`src/hdl/assert_macros.svh`:
```
// ----------------------------------------------------------------------------
// assert_macros.svh
// Concurrent assertion macros for the stereo width mixer, empty under SYNTH.
// ----------------------------------------------------------------------------
`ifndef ASSERT_MACROS_SVH
`define ASSERT_MACROS_SVH
`ifndef SYNTH
`define SWRM_ASSERT(lbl, clk, rst_n, prop) \
    lbl: assert property (@(posedge clk) disable iff (!rst_n) prop) \
        else $error("%m: assertion failed");
`define SWRM_ASSERT_ALWAYS(lbl, clk, prop) \
    lbl: assert property (@(posedge clk) prop) \
        else $error("%m: assertion failed");
`else
`define SWRM_ASSERT(lbl, clk, rst_n, prop)
`define SWRM_ASSERT_ALWAYS(lbl, clk, prop)
`endif
`endif

```
`src/hdl/swrm_pkg.sv`:
```
// ----------------------------------------------------------------------------
// swrm_pkg
// Widths, register indexes, word types, sequencer states and saturation
// helpers shared by the stereo width mixer.
// ----------------------------------------------------------------------------
package swrm_pkg;

    localparam int SAMPLE_BITS    = 24;
    localparam int COEF_FRAC_BITS = 22;

    localparam int MODE_W     = 5;
    localparam int WIDTH_W    = 17;
    localparam int GAIN_W     = 17;
    localparam int TRIG_W     = 18;
    localparam int B0_W       = 23;
    localparam int FB_W       = 48;
    localparam int COEF_W     = 24;
    localparam int CFG_W      = 48;
    localparam int CFG_IDX_W  = 3;
    localparam int GAIN_FRAC  = 14;
    localparam int TRIG_FRAC  = 16;
    localparam int HP_W       = 32;

    localparam int IN_W    = SAMPLE_BITS + 1;
    localparam int WSIDE_W = IN_W + WIDTH_W - GAIN_FRAC;
    localparam int SIDE_W  = (WSIDE_W > HP_W) ? WSIDE_W : HP_W;
    localparam int LR_W    = ((IN_W > SIDE_W) ? IN_W : SIDE_W) + 1;
    localparam int ROT_W   = LR_W + TRIG_W - TRIG_FRAC + 1;
    localparam int D_W     = HP_W + 3;
    localparam int MUL_A_W = (ROT_W > D_W) ? ROT_W : D_W;
    localparam int MUL_B_W = COEF_W;
    localparam int ACC_W   = MUL_A_W + MUL_B_W + 2;

    // register indexes
    localparam logic [CFG_IDX_W-1:0] REG_MODE     = 3'd0;
    localparam logic [CFG_IDX_W-1:0] REG_WIDTH    = 3'd1;
    localparam logic [CFG_IDX_W-1:0] REG_LGAIN    = 3'd2;
    localparam logic [CFG_IDX_W-1:0] REG_RGAIN    = 3'd3;
    localparam logic [CFG_IDX_W-1:0] REG_COS      = 3'd4;
    localparam logic [CFG_IDX_W-1:0] REG_SIN      = 3'd5;
    localparam logic [CFG_IDX_W-1:0] REG_HP_GAIN  = 3'd6;
    localparam logic [CFG_IDX_W-1:0] REG_HP_FB    = 3'd7;

    // mode flag bits
    localparam int MODE_INV_L = 0;
    localparam int MODE_INV_R = 1;
    localparam int MODE_SWAP  = 2;
    localparam int MODE_MONO  = 3;
    localparam int MODE_BASS  = 4;

    localparam logic [MODE_W-1:0]  RST_MODE    = '0;
    localparam logic [WIDTH_W-1:0] RST_WIDTH   = 17'd16384;
    localparam logic [GAIN_W-1:0]  RST_GAIN    = 17'd16384;
    localparam logic [TRIG_W-1:0]  RST_COS     = 18'd65536;
    localparam logic [TRIG_W-1:0]  RST_SIN     = 18'd0;
    localparam logic [B0_W-1:0]    RST_HP_GAIN = 23'd4194304;
    localparam logic [FB_W-1:0]    RST_HP_FB   = '0;

    typedef logic signed [IN_W-1:0]    t_in_s;
    typedef logic signed [IN_W:0]      t_sum_s;
    typedef logic signed [SIDE_W-1:0]  t_side_s;
    typedef logic signed [LR_W-1:0]    t_lr_s;
    typedef logic signed [D_W-1:0]     t_d_s;
    typedef logic signed [MUL_A_W-1:0] t_mul_a;
    typedef logic signed [MUL_B_W-1:0] t_mul_b;
    typedef logic signed [ACC_W-1:0]   t_acc;

    typedef struct packed {
        logic signed [SAMPLE_BITS-1:0] left_sample;
        logic signed [SAMPLE_BITS-1:0] right_sample;
    } t_swrm_in;

    typedef struct packed {
        logic signed [SAMPLE_BITS-1:0] left_result;
        logic signed [SAMPLE_BITS-1:0] right_result;
    } t_swrm_out;

    typedef enum logic [13:0] {
        ST_IDLE = 14'b00_0000_0000_0001,
        ST_WID  = 14'b00_0000_0000_0010,
        ST_SIDE = 14'b00_0000_0000_0100,
        ST_HPD  = 14'b00_0000_0000_1000,
        ST_HA1  = 14'b00_0000_0001_0000,
        ST_HA2  = 14'b00_0000_0010_0000,
        ST_HSAT = 14'b00_0000_0100_0000,
        ST_LC   = 14'b00_0000_1000_0000,
        ST_LS   = 14'b00_0001_0000_0000,
        ST_RS   = 14'b00_0010_0000_0000,
        ST_RC   = 14'b00_0100_0000_0000,
        ST_GL   = 14'b00_1000_0000_0000,
        ST_GR   = 14'b01_0000_0000_0000,
        ST_OUT  = 14'b10_0000_0000_0000
    } t_swrm_state_base;

    typedef t_swrm_state_base t_swrm_state;

    typedef struct packed {
        t_swrm_state state;
        logic        out_step;
        logic        stage;
    } t_swrm_ctl;

    typedef struct packed {
        logic   en;
        logic   clear;
        logic   neg;
        t_mul_a a;
        t_mul_b b;
    } t_swrm_mac_op;

    typedef struct packed {
        logic signed [HP_W-1:0] x1;
        logic signed [HP_W-1:0] x2;
        logic signed [HP_W-1:0] y1;
        logic signed [HP_W-1:0] y2;
    } t_swrm_taps;

    function automatic logic signed [HP_W-1:0] sat_hp(input t_acc v);
        logic [ACC_W-HP_W:0] top;
        top = v[ACC_W-1:HP_W-1];
        if ((&top) || !(|top)) begin
            return v[HP_W-1:0];
        end
        return {v[ACC_W-1], {(HP_W-1){~v[ACC_W-1]}}};
    endfunction

    function automatic logic signed [SAMPLE_BITS-1:0] sat_out(input t_acc v);
        logic [ACC_W-SAMPLE_BITS:0] top;
        top = v[ACC_W-1:SAMPLE_BITS-1];
        if ((&top) || !(|top)) begin
            return v[SAMPLE_BITS-1:0];
        end
        return {v[ACC_W-1], {(SAMPLE_BITS-1){~v[ACC_W-1]}}};
    endfunction

endpackage

```
`src/hdl/swrm_mac.sv`:
```
// ----------------------------------------------------------------------------
// swrm_mac
// Shared signed multiply-accumulate unit: one product per cycle while enabled,
// added to or subtracted from the accumulator, or loaded into it.
// ----------------------------------------------------------------------------
module swrm_mac (
    input  logic                  i_clk,
    input  swrm_pkg::t_swrm_mac_op i_op,
    output swrm_pkg::t_acc        o_acc
);

    logic signed [swrm_pkg::MUL_A_W+swrm_pkg::MUL_B_W-1:0] w_prod;
    swrm_pkg::t_acc w_term;
    swrm_pkg::t_acc w_base;
    swrm_pkg::t_acc r_acc;

    assign w_prod = i_op.a * i_op.b;

    always_comb begin
        w_term = swrm_pkg::t_acc'(w_prod);
        if (i_op.neg) begin
            w_term = -swrm_pkg::t_acc'(w_prod);
        end
        w_base = i_op.clear ? '0 : r_acc;
    end

    always_ff @(posedge i_clk) begin
        if (i_op.en) begin
            r_acc <= w_base + w_term;
        end
    end

    assign o_acc = r_acc;

endmodule

```
`src/hdl/swrm_hpd.sv`:
```
// ----------------------------------------------------------------------------
// swrm_hpd
// Delay words of the two cascaded side-channel highpass biquads.
// ----------------------------------------------------------------------------
module swrm_hpd (
    input  logic                          i_clk,
    input  logic                          i_rst_n,
    input  logic                          i_stage,
    input  logic                          i_update,
    input  logic signed [swrm_pkg::HP_W-1:0] i_x,
    input  logic signed [swrm_pkg::HP_W-1:0] i_y,
    output swrm_pkg::t_swrm_taps          o_taps
);

    logic signed [swrm_pkg::HP_W-1:0] r_x1 [2];
    logic signed [swrm_pkg::HP_W-1:0] r_x2 [2];
    logic signed [swrm_pkg::HP_W-1:0] r_y1 [2];
    logic signed [swrm_pkg::HP_W-1:0] r_y2 [2];

    always_ff @(posedge i_clk) begin
        if (!i_rst_n) begin
            for (int k = 0; k < 2; k++) begin
                r_x1[k] <= '0;
                r_x2[k] <= '0;
                r_y1[k] <= '0;
                r_y2[k] <= '0;
            end
        end else if (i_update) begin
            r_x2[i_stage] <= r_x1[i_stage];
            r_x1[i_stage] <= i_x;
            r_y2[i_stage] <= r_y1[i_stage];
            r_y1[i_stage] <= i_y;
        end
    end

    always_comb begin
        o_taps.x1 = r_x1[i_stage];
        o_taps.x2 = r_x2[i_stage];
        o_taps.y1 = r_y1[i_stage];
        o_taps.y2 = r_y2[i_stage];
    end

endmodule

```
`src/hdl/swrm_seq.sv`:
```
// ----------------------------------------------------------------------------
// swrm_seq
// Step sequencer: walks one sample word through the shared MAC schedule.
// ----------------------------------------------------------------------------
module swrm_seq (
    input  logic                i_clk,
    input  logic                i_rst_n,
    input  logic                i_start,
    input  logic                i_bass,
    input  logic                i_out_load,
    output swrm_pkg::t_swrm_ctl o_ctl
);

    typedef enum logic [13:0] {
        S_IDLE = 14'b00_0000_0000_0001,
        S_WID  = 14'b00_0000_0000_0010,
        S_SIDE = 14'b00_0000_0000_0100,
        S_HPD  = 14'b00_0000_0000_1000,
        S_HA1  = 14'b00_0000_0001_0000,
        S_HA2  = 14'b00_0000_0010_0000,
        S_HSAT = 14'b00_0000_0100_0000,
        S_LC   = 14'b00_0000_1000_0000,
        S_LS   = 14'b00_0001_0000_0000,
        S_RS   = 14'b00_0010_0000_0000,
        S_RC   = 14'b00_0100_0000_0000,
        S_GL   = 14'b00_1000_0000_0000,
        S_GR   = 14'b01_0000_0000_0000,
        S_OUT  = 14'b10_0000_0000_0000
    } t_seq_state;

    t_seq_state r_state;
    t_seq_state n_state;
    logic       r_stage;
    logic       n_stage;

    always_comb begin
        n_state = r_state;
        n_stage = r_stage;
        case (r_state)
            S_IDLE: begin
                if (i_start) begin
                    n_state = S_WID;
                end
            end
            S_WID:  n_state = S_SIDE;
            S_SIDE: n_state = i_bass ? S_HPD : S_LC;
            S_HPD:  n_state = S_HA1;
            S_HA1:  n_state = S_HA2;
            S_HA2:  n_state = S_HSAT;
            S_HSAT: begin
                n_stage = ~r_stage;
                n_state = r_stage ? S_LC : S_HPD;
            end
            S_LC:   n_state = S_LS;
            S_LS:   n_state = S_RS;
            S_RS:   n_state = S_RC;
            S_RC:   n_state = S_GL;
            S_GL:   n_state = S_GR;
            S_GR:   n_state = S_OUT;
            S_OUT: begin
                if (i_out_load) begin
                    n_state = i_start ? S_WID : S_IDLE;
                end
            end
            default: begin
                n_state = S_IDLE;
                n_stage = 1'b0;
            end
        endcase
    end

    always_ff @(posedge i_clk) begin
        if (!i_rst_n) begin
            r_state <= S_IDLE;
            r_stage <= 1'b0;
        end else begin
            r_state <= n_state;
            r_stage <= n_stage;
        end
    end

    always_comb begin
        o_ctl.out_step = (r_state == S_OUT);
        o_ctl.stage    = r_stage;
        case (r_state)
            S_IDLE:  o_ctl.state = swrm_pkg::ST_IDLE;
            S_WID:   o_ctl.state = swrm_pkg::ST_WID;
            S_SIDE:  o_ctl.state = swrm_pkg::ST_SIDE;
            S_HPD:   o_ctl.state = swrm_pkg::ST_HPD;
            S_HA1:   o_ctl.state = swrm_pkg::ST_HA1;
            S_HA2:   o_ctl.state = swrm_pkg::ST_HA2;
            S_HSAT:  o_ctl.state = swrm_pkg::ST_HSAT;
            S_LC:    o_ctl.state = swrm_pkg::ST_LC;
            S_LS:    o_ctl.state = swrm_pkg::ST_LS;
            S_RS:    o_ctl.state = swrm_pkg::ST_RS;
            S_RC:    o_ctl.state = swrm_pkg::ST_RC;
            S_GL:    o_ctl.state = swrm_pkg::ST_GL;
            S_GR:    o_ctl.state = swrm_pkg::ST_GR;
            S_OUT:   o_ctl.state = swrm_pkg::ST_OUT;
            default: o_ctl.state = swrm_pkg::ST_IDLE;
        endcase
    end

endmodule

```
`src/hdl/stereo_width_rotation_mixer.sv`:
```
// ----------------------------------------------------------------------------
// stereo_width_rotation_mixer
// Mid/side stereo width, optional mono-bass highpass on the side, rotation,
// balance gains and optional mono fold, on one shared multiply-accumulate.
//
// Input channel: i_in_valid / o_in_stall / i_in_word carry one Q1.23 stereo
// pair per word. Output channel: o_out_valid / i_out_stall / o_out_word carry
// the processed, saturated pair. Configuration: i_cfg_wr_en writes
// i_cfg_wdata into register i_cfg_index on a clock edge; write only while
// idle.
// Each word runs through a fixed MAC schedule, one product per cycle: width,
// then, with mono bass on, two biquads (difference, two feedback terms and a
// saturate step each), then rotation and gains. The next word is taken in the
// cycle the result is loaded; no word is taken while one is in flight.
// The result sits in an output register; while the receiver stalls, one
// more word is computed and waits in the final step, and the input stalls.
// Reset (synchronous, active low) restores the register defaults, clears the
// biquad delays, empties the output register and idles the sequencer.
// ----------------------------------------------------------------------------
`include "assert_macros.svh"

module stereo_width_rotation_mixer (
    input  logic                             i_clk,
    input  logic                             i_rst_n,
    input  logic                             i_in_valid,
    output logic                             o_in_stall,
    input  swrm_pkg::t_swrm_in               i_in_word,
    output logic                             o_out_valid,
    input  logic                             i_out_stall,
    output swrm_pkg::t_swrm_out              o_out_word,
    input  logic                             i_cfg_wr_en,
    input  logic [swrm_pkg::CFG_IDX_W-1:0]   i_cfg_index,
    input  logic [swrm_pkg::CFG_W-1:0]       i_cfg_wdata
);

    // configuration
    logic [swrm_pkg::MODE_W-1:0]  r_mode;
    logic [swrm_pkg::WIDTH_W-1:0] r_width;
    logic [swrm_pkg::GAIN_W-1:0]  r_lgain;
    logic [swrm_pkg::GAIN_W-1:0]  r_rgain;
    logic [swrm_pkg::TRIG_W-1:0]  r_cos;
    logic [swrm_pkg::TRIG_W-1:0]  r_sin;
    logic [swrm_pkg::B0_W-1:0]    r_hp_gain;
    logic [swrm_pkg::FB_W-1:0]    r_hp_fb;

    swrm_pkg::t_swrm_ctl    w_ctl;
    swrm_pkg::t_swrm_mac_op w_op;
    swrm_pkg::t_acc         w_acc;
    swrm_pkg::t_swrm_taps   w_taps;

    logic w_accept;
    logic w_out_load;
    logic w_ready;

    swrm_pkg::t_in_s   w_l;
    swrm_pkg::t_in_s   w_r;
    swrm_pkg::t_in_s   w_la;
    swrm_pkg::t_in_s   w_ra;
    swrm_pkg::t_sum_s  w_sum;
    swrm_pkg::t_sum_s  w_dif;

    logic signed [swrm_pkg::IN_W-1:0]    r_mid;
    swrm_pkg::t_side_s                   r_side;
    logic signed [swrm_pkg::ROT_W-1:0]   r_lr;
    logic signed [swrm_pkg::ROT_W-1:0]   r_rr;
    logic signed [swrm_pkg::SAMPLE_BITS-1:0] r_outl;
    swrm_pkg::t_swrm_out                 r_out_word;
    logic                                r_out_valid;

    swrm_pkg::t_lr_s                     w_lsum;
    swrm_pkg::t_lr_s                     w_rsum;
    logic signed [swrm_pkg::HP_W-1:0]    w_x;
    logic signed [swrm_pkg::HP_W-1:0]    w_y;
    swrm_pkg::t_d_s                      w_d;
    logic signed [swrm_pkg::ROT_W-1:0]   w_rot;
    logic signed [swrm_pkg::SAMPLE_BITS-1:0] w_sat14;
    logic signed [swrm_pkg::SAMPLE_BITS-1:0] w_sat15;
    logic                                w_mono;

    always_ff @(posedge i_clk) begin
        if (!i_rst_n) begin
            r_mode    <= swrm_pkg::RST_MODE;
            r_width   <= swrm_pkg::RST_WIDTH;
            r_lgain   <= swrm_pkg::RST_GAIN;
            r_rgain   <= swrm_pkg::RST_GAIN;
            r_cos     <= swrm_pkg::RST_COS;
            r_sin     <= swrm_pkg::RST_SIN;
            r_hp_gain <= swrm_pkg::RST_HP_GAIN;
            r_hp_fb   <= swrm_pkg::RST_HP_FB;
        end else if (i_cfg_wr_en) begin
            case (i_cfg_index)
                swrm_pkg::REG_MODE:    r_mode    <= i_cfg_wdata[swrm_pkg::MODE_W-1:0];
                swrm_pkg::REG_WIDTH:   r_width   <= i_cfg_wdata[swrm_pkg::WIDTH_W-1:0];
                swrm_pkg::REG_LGAIN:   r_lgain   <= i_cfg_wdata[swrm_pkg::GAIN_W-1:0];
                swrm_pkg::REG_RGAIN:   r_rgain   <= i_cfg_wdata[swrm_pkg::GAIN_W-1:0];
                swrm_pkg::REG_COS:     r_cos     <= i_cfg_wdata[swrm_pkg::TRIG_W-1:0];
                swrm_pkg::REG_SIN:     r_sin     <= i_cfg_wdata[swrm_pkg::TRIG_W-1:0];
                swrm_pkg::REG_HP_GAIN: r_hp_gain <= i_cfg_wdata[swrm_pkg::B0_W-1:0];
                swrm_pkg::REG_HP_FB:   r_hp_fb   <= i_cfg_wdata[swrm_pkg::FB_W-1:0];
                default: begin
                end
            endcase
        end
    end

    assign w_mono     = r_mode[swrm_pkg::MODE_MONO];
    assign w_out_load = w_ctl.out_step && (!r_out_valid || !i_out_stall);
    assign w_ready    = (w_ctl.state == swrm_pkg::ST_IDLE) || w_out_load;
    assign w_accept   = i_in_valid && w_ready;
    assign o_in_stall = !w_ready;

    swrm_seq u_seq (
        .i_clk      (i_clk),
        .i_rst_n    (i_rst_n),
        .i_start    (w_accept),
        .i_bass     (r_mode[swrm_pkg::MODE_BASS]),
        .i_out_load (w_out_load),
        .o_ctl      (w_ctl)
    );

    // input conditioning: invert, swap, mid/side
    always_comb begin
        w_l = swrm_pkg::t_in_s'(i_in_word.left_sample);
        w_r = swrm_pkg::t_in_s'(i_in_word.right_sample);
        if (r_mode[swrm_pkg::MODE_INV_L]) begin
            w_l = -w_l;
        end
        if (r_mode[swrm_pkg::MODE_INV_R]) begin
            w_r = -w_r;
        end
        w_la = r_mode[swrm_pkg::MODE_SWAP] ? w_r : w_l;
        w_ra = r_mode[swrm_pkg::MODE_SWAP] ? w_l : w_r;
        w_sum = swrm_pkg::t_sum_s'(w_la) + swrm_pkg::t_sum_s'(w_ra);
        w_dif = swrm_pkg::t_sum_s'(w_la) - swrm_pkg::t_sum_s'(w_ra);
    end

    swrm_hpd u_hpd (
        .i_clk    (i_clk),
        .i_rst_n  (i_rst_n),
        .i_stage  (w_ctl.stage),
        .i_update (w_ctl.state == swrm_pkg::ST_HSAT),
        .i_x      (w_x),
        .i_y      (w_y),
        .o_taps   (w_taps)
    );

    always_comb begin
        w_lsum  = swrm_pkg::t_lr_s'(r_mid) + swrm_pkg::t_lr_s'(r_side);
        w_rsum  = swrm_pkg::t_lr_s'(r_mid) - swrm_pkg::t_lr_s'(r_side);
        w_x     = swrm_pkg::sat_hp(swrm_pkg::t_acc'(r_side));
        w_y     = swrm_pkg::sat_hp(w_acc >>> swrm_pkg::COEF_FRAC_BITS);
        w_d     = swrm_pkg::t_d_s'(w_x) - (swrm_pkg::t_d_s'(w_taps.x1) <<< 1)
                + swrm_pkg::t_d_s'(w_taps.x2);
        w_rot   = w_acc[swrm_pkg::TRIG_FRAC +: swrm_pkg::ROT_W];
        w_sat14 = swrm_pkg::sat_out(w_acc >>> swrm_pkg::GAIN_FRAC);
        w_sat15 = swrm_pkg::sat_out(w_acc >>> (swrm_pkg::GAIN_FRAC + 1));
    end

    // MAC schedule
    always_comb begin
        w_op.en    = 1'b1;
        w_op.clear = 1'b1;
        w_op.neg   = 1'b0;
        w_op.a     = '0;
        w_op.b     = '0;
        case (w_ctl.state)
            swrm_pkg::ST_WID: begin
                w_op.a = swrm_pkg::t_mul_a'(r_side);
                w_op.b = swrm_pkg::t_mul_b'(signed'({1'b0, r_width}));
            end
            swrm_pkg::ST_HPD: begin
                w_op.a = swrm_pkg::t_mul_a'(w_d);
                w_op.b = swrm_pkg::t_mul_b'(signed'({1'b0, r_hp_gain}));
            end
            swrm_pkg::ST_HA1: begin
                w_op.clear = 1'b0;
                w_op.neg   = 1'b1;
                w_op.a     = swrm_pkg::t_mul_a'(w_taps.y1);
                w_op.b     = swrm_pkg::t_mul_b'(signed'(r_hp_fb[swrm_pkg::COEF_W-1:0]));
            end
            swrm_pkg::ST_HA2: begin
                w_op.clear = 1'b0;
                w_op.neg   = 1'b1;
                w_op.a     = swrm_pkg::t_mul_a'(w_taps.y2);
                w_op.b     = swrm_pkg::t_mul_b'(
                    signed'(r_hp_fb[swrm_pkg::FB_W-1:swrm_pkg::COEF_W]));
            end
            swrm_pkg::ST_LC: begin
                w_op.a = swrm_pkg::t_mul_a'(w_lsum);
                w_op.b = swrm_pkg::t_mul_b'(signed'(r_cos));
            end
            swrm_pkg::ST_LS: begin
                w_op.clear = 1'b0;
                w_op.neg   = 1'b1;
                w_op.a     = swrm_pkg::t_mul_a'(w_rsum);
                w_op.b     = swrm_pkg::t_mul_b'(signed'(r_sin));
            end
            swrm_pkg::ST_RS: begin
                w_op.a = swrm_pkg::t_mul_a'(w_lsum);
                w_op.b = swrm_pkg::t_mul_b'(signed'(r_sin));
            end
            swrm_pkg::ST_RC: begin
                w_op.clear = 1'b0;
                w_op.a     = swrm_pkg::t_mul_a'(w_rsum);
                w_op.b     = swrm_pkg::t_mul_b'(signed'(r_cos));
            end
            swrm_pkg::ST_GL: begin
                w_op.a = swrm_pkg::t_mul_a'(r_lr);
                w_op.b = swrm_pkg::t_mul_b'(signed'({1'b0, r_lgain}));
            end
            swrm_pkg::ST_GR: begin
                w_op.clear = !w_mono;
                w_op.a     = swrm_pkg::t_mul_a'(r_rr);
                w_op.b     = swrm_pkg::t_mul_b'(signed'({1'b0, r_rgain}));
            end
            default: begin
                w_op.en = 1'b0;
            end
        endcase
    end

    swrm_mac u_mac (
        .i_clk (i_clk),
        .i_op  (w_op),
        .o_acc (w_acc)
    );

    // datapath registers
    always_ff @(posedge i_clk) begin
        if (w_accept) begin
            r_mid  <= w_sum[swrm_pkg::IN_W:1];
            r_side <= swrm_pkg::t_side_s'(signed'(w_dif[swrm_pkg::IN_W:1]));
        end
        case (w_ctl.state)
            swrm_pkg::ST_SIDE: begin
                r_side <= swrm_pkg::t_side_s'(
                    signed'(w_acc[swrm_pkg::GAIN_FRAC +: swrm_pkg::WSIDE_W]));
            end
            swrm_pkg::ST_HSAT: r_side <= swrm_pkg::t_side_s'(w_y);
            swrm_pkg::ST_RS:   r_lr   <= w_rot;
            swrm_pkg::ST_GL:   r_rr   <= w_rot;
            swrm_pkg::ST_GR:   r_outl <= w_sat14;
            default: begin
            end
        endcase
        if (w_out_load) begin
            r_out_word.left_result  <= w_mono ? w_sat15 : r_outl;
            r_out_word.right_result <= w_mono ? w_sat15 : w_sat14;
        end
    end

    always_ff @(posedge i_clk) begin
        if (!i_rst_n) begin
            r_out_valid <= 1'b0;
        end else if (w_out_load) begin
            r_out_valid <= 1'b1;
        end else if (!i_out_stall) begin
            r_out_valid <= 1'b0;
        end
    end

    assign o_out_valid = r_out_valid;
    assign o_out_word  = r_out_word;

    `SWRM_ASSERT(a_accept_starts, i_clk, i_rst_n, w_accept |=> w_ctl.state == swrm_pkg::ST_WID)
    `SWRM_ASSERT(a_load_from_out, i_clk, i_rst_n, $rose(o_out_valid) |-> $past(w_ctl.out_step))
    `SWRM_ASSERT(a_rot_stage_zero, i_clk, i_rst_n, w_ctl.state == swrm_pkg::ST_LC |-> !w_ctl.stage)
    `SWRM_ASSERT_ALWAYS(a_reset_idle, i_clk, !i_rst_n |=> !o_out_valid && !w_ctl.out_step)

endmodule

```
`config.mk`:
```
export PLATFORM = sky130hd
export DESIGN_NAME = stereo_width_rotation_mixer
export DESIGN_NICKNAME = d
export VERILOG_FILES = /design/src/hdl/swrm_pkg.sv /design/src/hdl/swrm_mac.sv /design/src/hdl/swrm_hpd.sv /design/src/hdl/swrm_seq.sv /design/src/hdl/stereo_width_rotation_mixer.sv
export VERILOG_INCLUDE_DIRS = /design/src /design/src/hdl
export SDC_FILE = /design/constraint.sdc
export NUM_CORES = 2
export LEC_CHECK = 0
export BUFFER_PORTS_ARGS = -buffer_cell sky130_fd_sc_hd__buf_2
export CORE_UTILIZATION = 30
export DETAILED_ROUTE_END_ITERATION = 10
export GPL_TIMING_DRIVEN = 1
export PLACE_DENSITY_LB_ADDON = 0.1
export SYNTH_ARGS = -nofsm -noshare
export SYNTH_HDL_FRONTEND = slang
export SYNTH_SLANG_ARGS = --single-unit
export TNS_END_PERCENT = 10
```
`constraint.sdc`:
```
create_clock -name i_clk -period 51.5 [get_ports i_clk]
set_clock_uncertainty 0.15 [all_clocks]
set_input_delay 5.15 -clock i_clk [delete_from_list [all_inputs] [get_ports i_clk]]
set_output_delay 5.15 -clock i_clk [all_outputs]
set_load 0.02 [all_outputs]
```
==> summary.md <==
| Metric | Value |
|---|---|
| Core area | 0.244 mm² |
| DR iter-0 viols | between 4,000 and 5,000 |
| Top delay family on crit path | compound AO/OA/AOI/OAI gates |
| First-pass GRT wire length | ~430,000 µm |
| Root buffer cell | clkbuf_16 |
| Fin nets | 9,393 |
| Placed insts | approximately 11,000 |
| CP Data Arrival Time | 18,210 ps |
| Resize count post-CTS | 0 |
| Worst Tran Pin Value | 1160 ps |
| Vias per cell | ~5.2 |
| CTS H-Tree Depth | 3 |
| FILL cells | ~25,000 |
| Cells after Synth | ~8,000 |
| Clock buffer depth | 3 |
| Startpoint types | flop |
| Leak pwr | around 35 nW |
| Slowest CP cell | o311ai_0 |
| CP max FO | 90 |
| Mapped Area | roughly 0.074 mm² |
| CP required | roughly 52,000 ps |
| CTS Buf Count | 87 |
| WL per Instance | 25.9 µm |
| Slew headroom | approximately a fifth |
| Die ar. | 0.249 mm² |
| Yosys reg bits | between 600 and 700 |
| Most common cell in the netlist | inv_1 |
| DR DRC count | 0 |
| Post-Route Setup TNS | 0 ps |
| Boundary pin count | roughly 150 |
| Initial Util | between 30 and 40% |
| IO buf count | 153 |
| RSZ-0062 raised after global routing | no |
| Clk_lat worst skew | around 750 ps |
| Fin crit period | around 18,000 ps |
| Final worst path period share | a little over a third |
| Critical Path Most Common Cell | fa_1 |
| Clock slew at reported path FFs | roughly 60 ps |
| Largest stage delay, worst path | ~930 ps |
| Asr flop ratio synth | 0% |
| Total power | between 0.0015 and 0.002 W |
| Yosys warnings | 0 |
| Post-route insts no fill | 11,300 |
| Pin count of the biggest net entering global routing | slightly below 100 |
| Fraction of layout cells with a size suffix above 1 | 6.70% |
| Register area share after synthesis | between 20% and 30% |
| Core Rows | ~180 |
| Largest cells by area after synthesis | fa_1 (25%), edfxtp_1 (21%), ha_1 (6.2%), inv_1 (5.9%), nand2_1 (5.5%) |
| GP Congestion | around 0.91 |
| Ys flop type | edfxtp_1 |
| Top cell type by total area after synthesis | fa_1 |
| Global route overflow | 0 |
| Number of synthesized flops with an enable pin | between 500 and 600 |
| Post-CTS Setup Inserts | 0 |
| Pins Over Slew Limit | 0 |
| Area share of the largest cell type after synthesis | around 25% |
| Global Route Usage Sum | around a quarter |
| Final WL | 293,000 µm |
| Worst setup path category | flop to flop |
| DP HPWL | approximately 220,000 µm |
| Initial antenna violation count | 21 |
| Final hold violations | 0 |
| TritonCTS Sinks | ~700 |
| Final Setup Violations | 0 |
| Syn-to-layout area delta | 10.1% |
| Netlist cell types | 100 |
| Cell Pwr Density | around 22 mW/mm² |
| VDD IR max | around 0.000029 V |
| Die width | approximately 500 µm |
| Design Area, Final | approximately 0.08 mm² |
| Post-synthesis average cell area | a little over 9 µm² |
| Post-Syn Nets | 9,442 |
| Maxcap violations | 0 |
| Buf/Inv on CP | 8 |
| Vias in the first global route | 59,900 |
| Die H | approximately 500 µm |
| Status | completed |
| CTS tree | yes |
| 1st-pass router iterations | 8 |
| Setup crit end kind | flop |
| Post-route ant nets | 0 |
| Hold Crit Class | flop to flop |
| Commonest cells in the synthesized netlist | inv_1 (1,164), nand2_1 (1,075), fa_1 (909) |
| Placed cell areas | 0.0785 mm² |
| Fmax achieved | 55.8 MHz |
| Hold buffer count at CTS | 0 |
| Total number of vias | between 50,000 and 60,000 |
==> kinds of logic (layout without fill, tap and decap cells) <==
family | after synthesis | after routing | synth area share [%]
AO/OA/AOI/OAI | 1545 | 1545 | 14.1
flip-flops | 699 | 699 | 25.9
XOR/XNOR | 264 | 264 | 3.13
other | 0 | 15 | 0
adder cells (fa/ha/maj) | 1277 | 1277 | 30.8
buffers and inverters | 1597 | 1613 | 8.15
AND/OR/NAND/NOR | 2487 | 2487 | 15.2
multiplexers | 192 | 192 | 2.61
==> flip-flops by register name, summed over array words and instances, names as in the netlist, named ones only <==
signal         flops
r_rgain           17
u_seq.r_state     14
o_out_word        48
r_mid             25
u_seq.r_stage      1
r_lr              36
r_mode             5
r_sin             18
u_hpd.r_y2        64
o_out_valid        1
u_mac.o_acc       62
r_hp_fb           48
r_outl            24
u_hpd.r_x2        64
r_cos             18
r_rr              36
r_lgain           17
u_hpd.r_x1        64
u_hpd.r_y1        64
r_side            32
r_width           17
r_hp_gain         23
==> layer usage <==
metal	global-route usage [%]	vias to the layer above	share of wire [%]
li1	-	26600	-
met2	37.8	1694	46
met3	3.03	239	5.7
met1	32.8	30300	45
met5	0	-	0.0092
met4	6.34	4	2.8
==> cell usage in the layout (no fill, tap or decap), types with 46 or more instances in the layout <==
| master | count |
|---|---|
| and2_1 | 256 |
| a21oi_1 | 370 |
| ha_1 | 368 |
| a21o_1 | 129 |
| mux2i_1 | 186 |
| o21ai_0 | 252 |
| a21boi_0 | 180 |
| xnor2_1 | 158 |
| nor2_1 | 629 |
| a222oi_1 | 46 |
| inv_1 | 1164 |
| buf_4 | 139 |
| nor2b_1 | 46 |
| o31ai_1 | 57 |
| a31oi_1 | 53 |
| fa_1 | 909 |
| nand3_1 | 91 |
| buf_2 | 152 |
| nor3_1 | 67 |
| nand2_1 | 1073 |
| nand2b_1 | 58 |
| edfxtp_1 | 519 |
| xor2_1 | 106 |
| clkbuf_16 | 89 |
| dfxtp_1 | 177 |
==> worst register-to-register path: cells and delay by family, from the launching register on <==
family	cells	cell delay [ps]
simple gates	7	2260
buf+inv	8	960
compound gates	24	7350
fa+ha+maj	11	5280
mux	1	430
flops	1	870
xor+xnor	3	360
==> through the flow <==
step / setup WS [ps] / hold WS, ps / util (%)
detailed placement: 33680 / 299 / 32.2
CTS: 33600 / 317 / 33.3
global placement: 33850 / 298 / 32.2
global route: 32500 / 333 / 33.3
finish: 33590 / 312 / 33.4
floorplan: 35350 / 286 / -
==> layout make-up <==
cell class,instances,area [µm²],area share [%]
antenna,15,37.5,0.0461
clock buffer,113,2360,2.90
clock inverter,41,533,0.655
inverter,1166,4380,5.38
multi-input combinational,5765,49100,60.3
sequential,699,19200,23.6
tap,3202,4010,4.92
timing repair buffer,293,1840,2.25
==> path summary, 6_finish.rpt <==
kind,slack [ps],depth (start not counted),start,to
max,33590,54,flop,u_mac.o_acc[60]
min,310,2,r_cos[16],r_cos[16]
max reg2reg,33590,54,flop,u_mac.o_acc[60]
min reg2reg,310,2,r_cos[16],r_cos[16]
==> power breakdown <==
| part | total, W | switching [W] | leakage (nW) | internal, W |
|---|---|---|---|---|
| Combinational | 0.000509 | 0.000365 | 26.8 | 0.000144 |
| Sequential | 0.000649 | 0.0000215 | 6.42 | 0.000628 |
| Clock | 0.000628 | 0.000267 | 1.40 | 0.000361 |
Note: power is estimated with default switching activity, not from simulation.
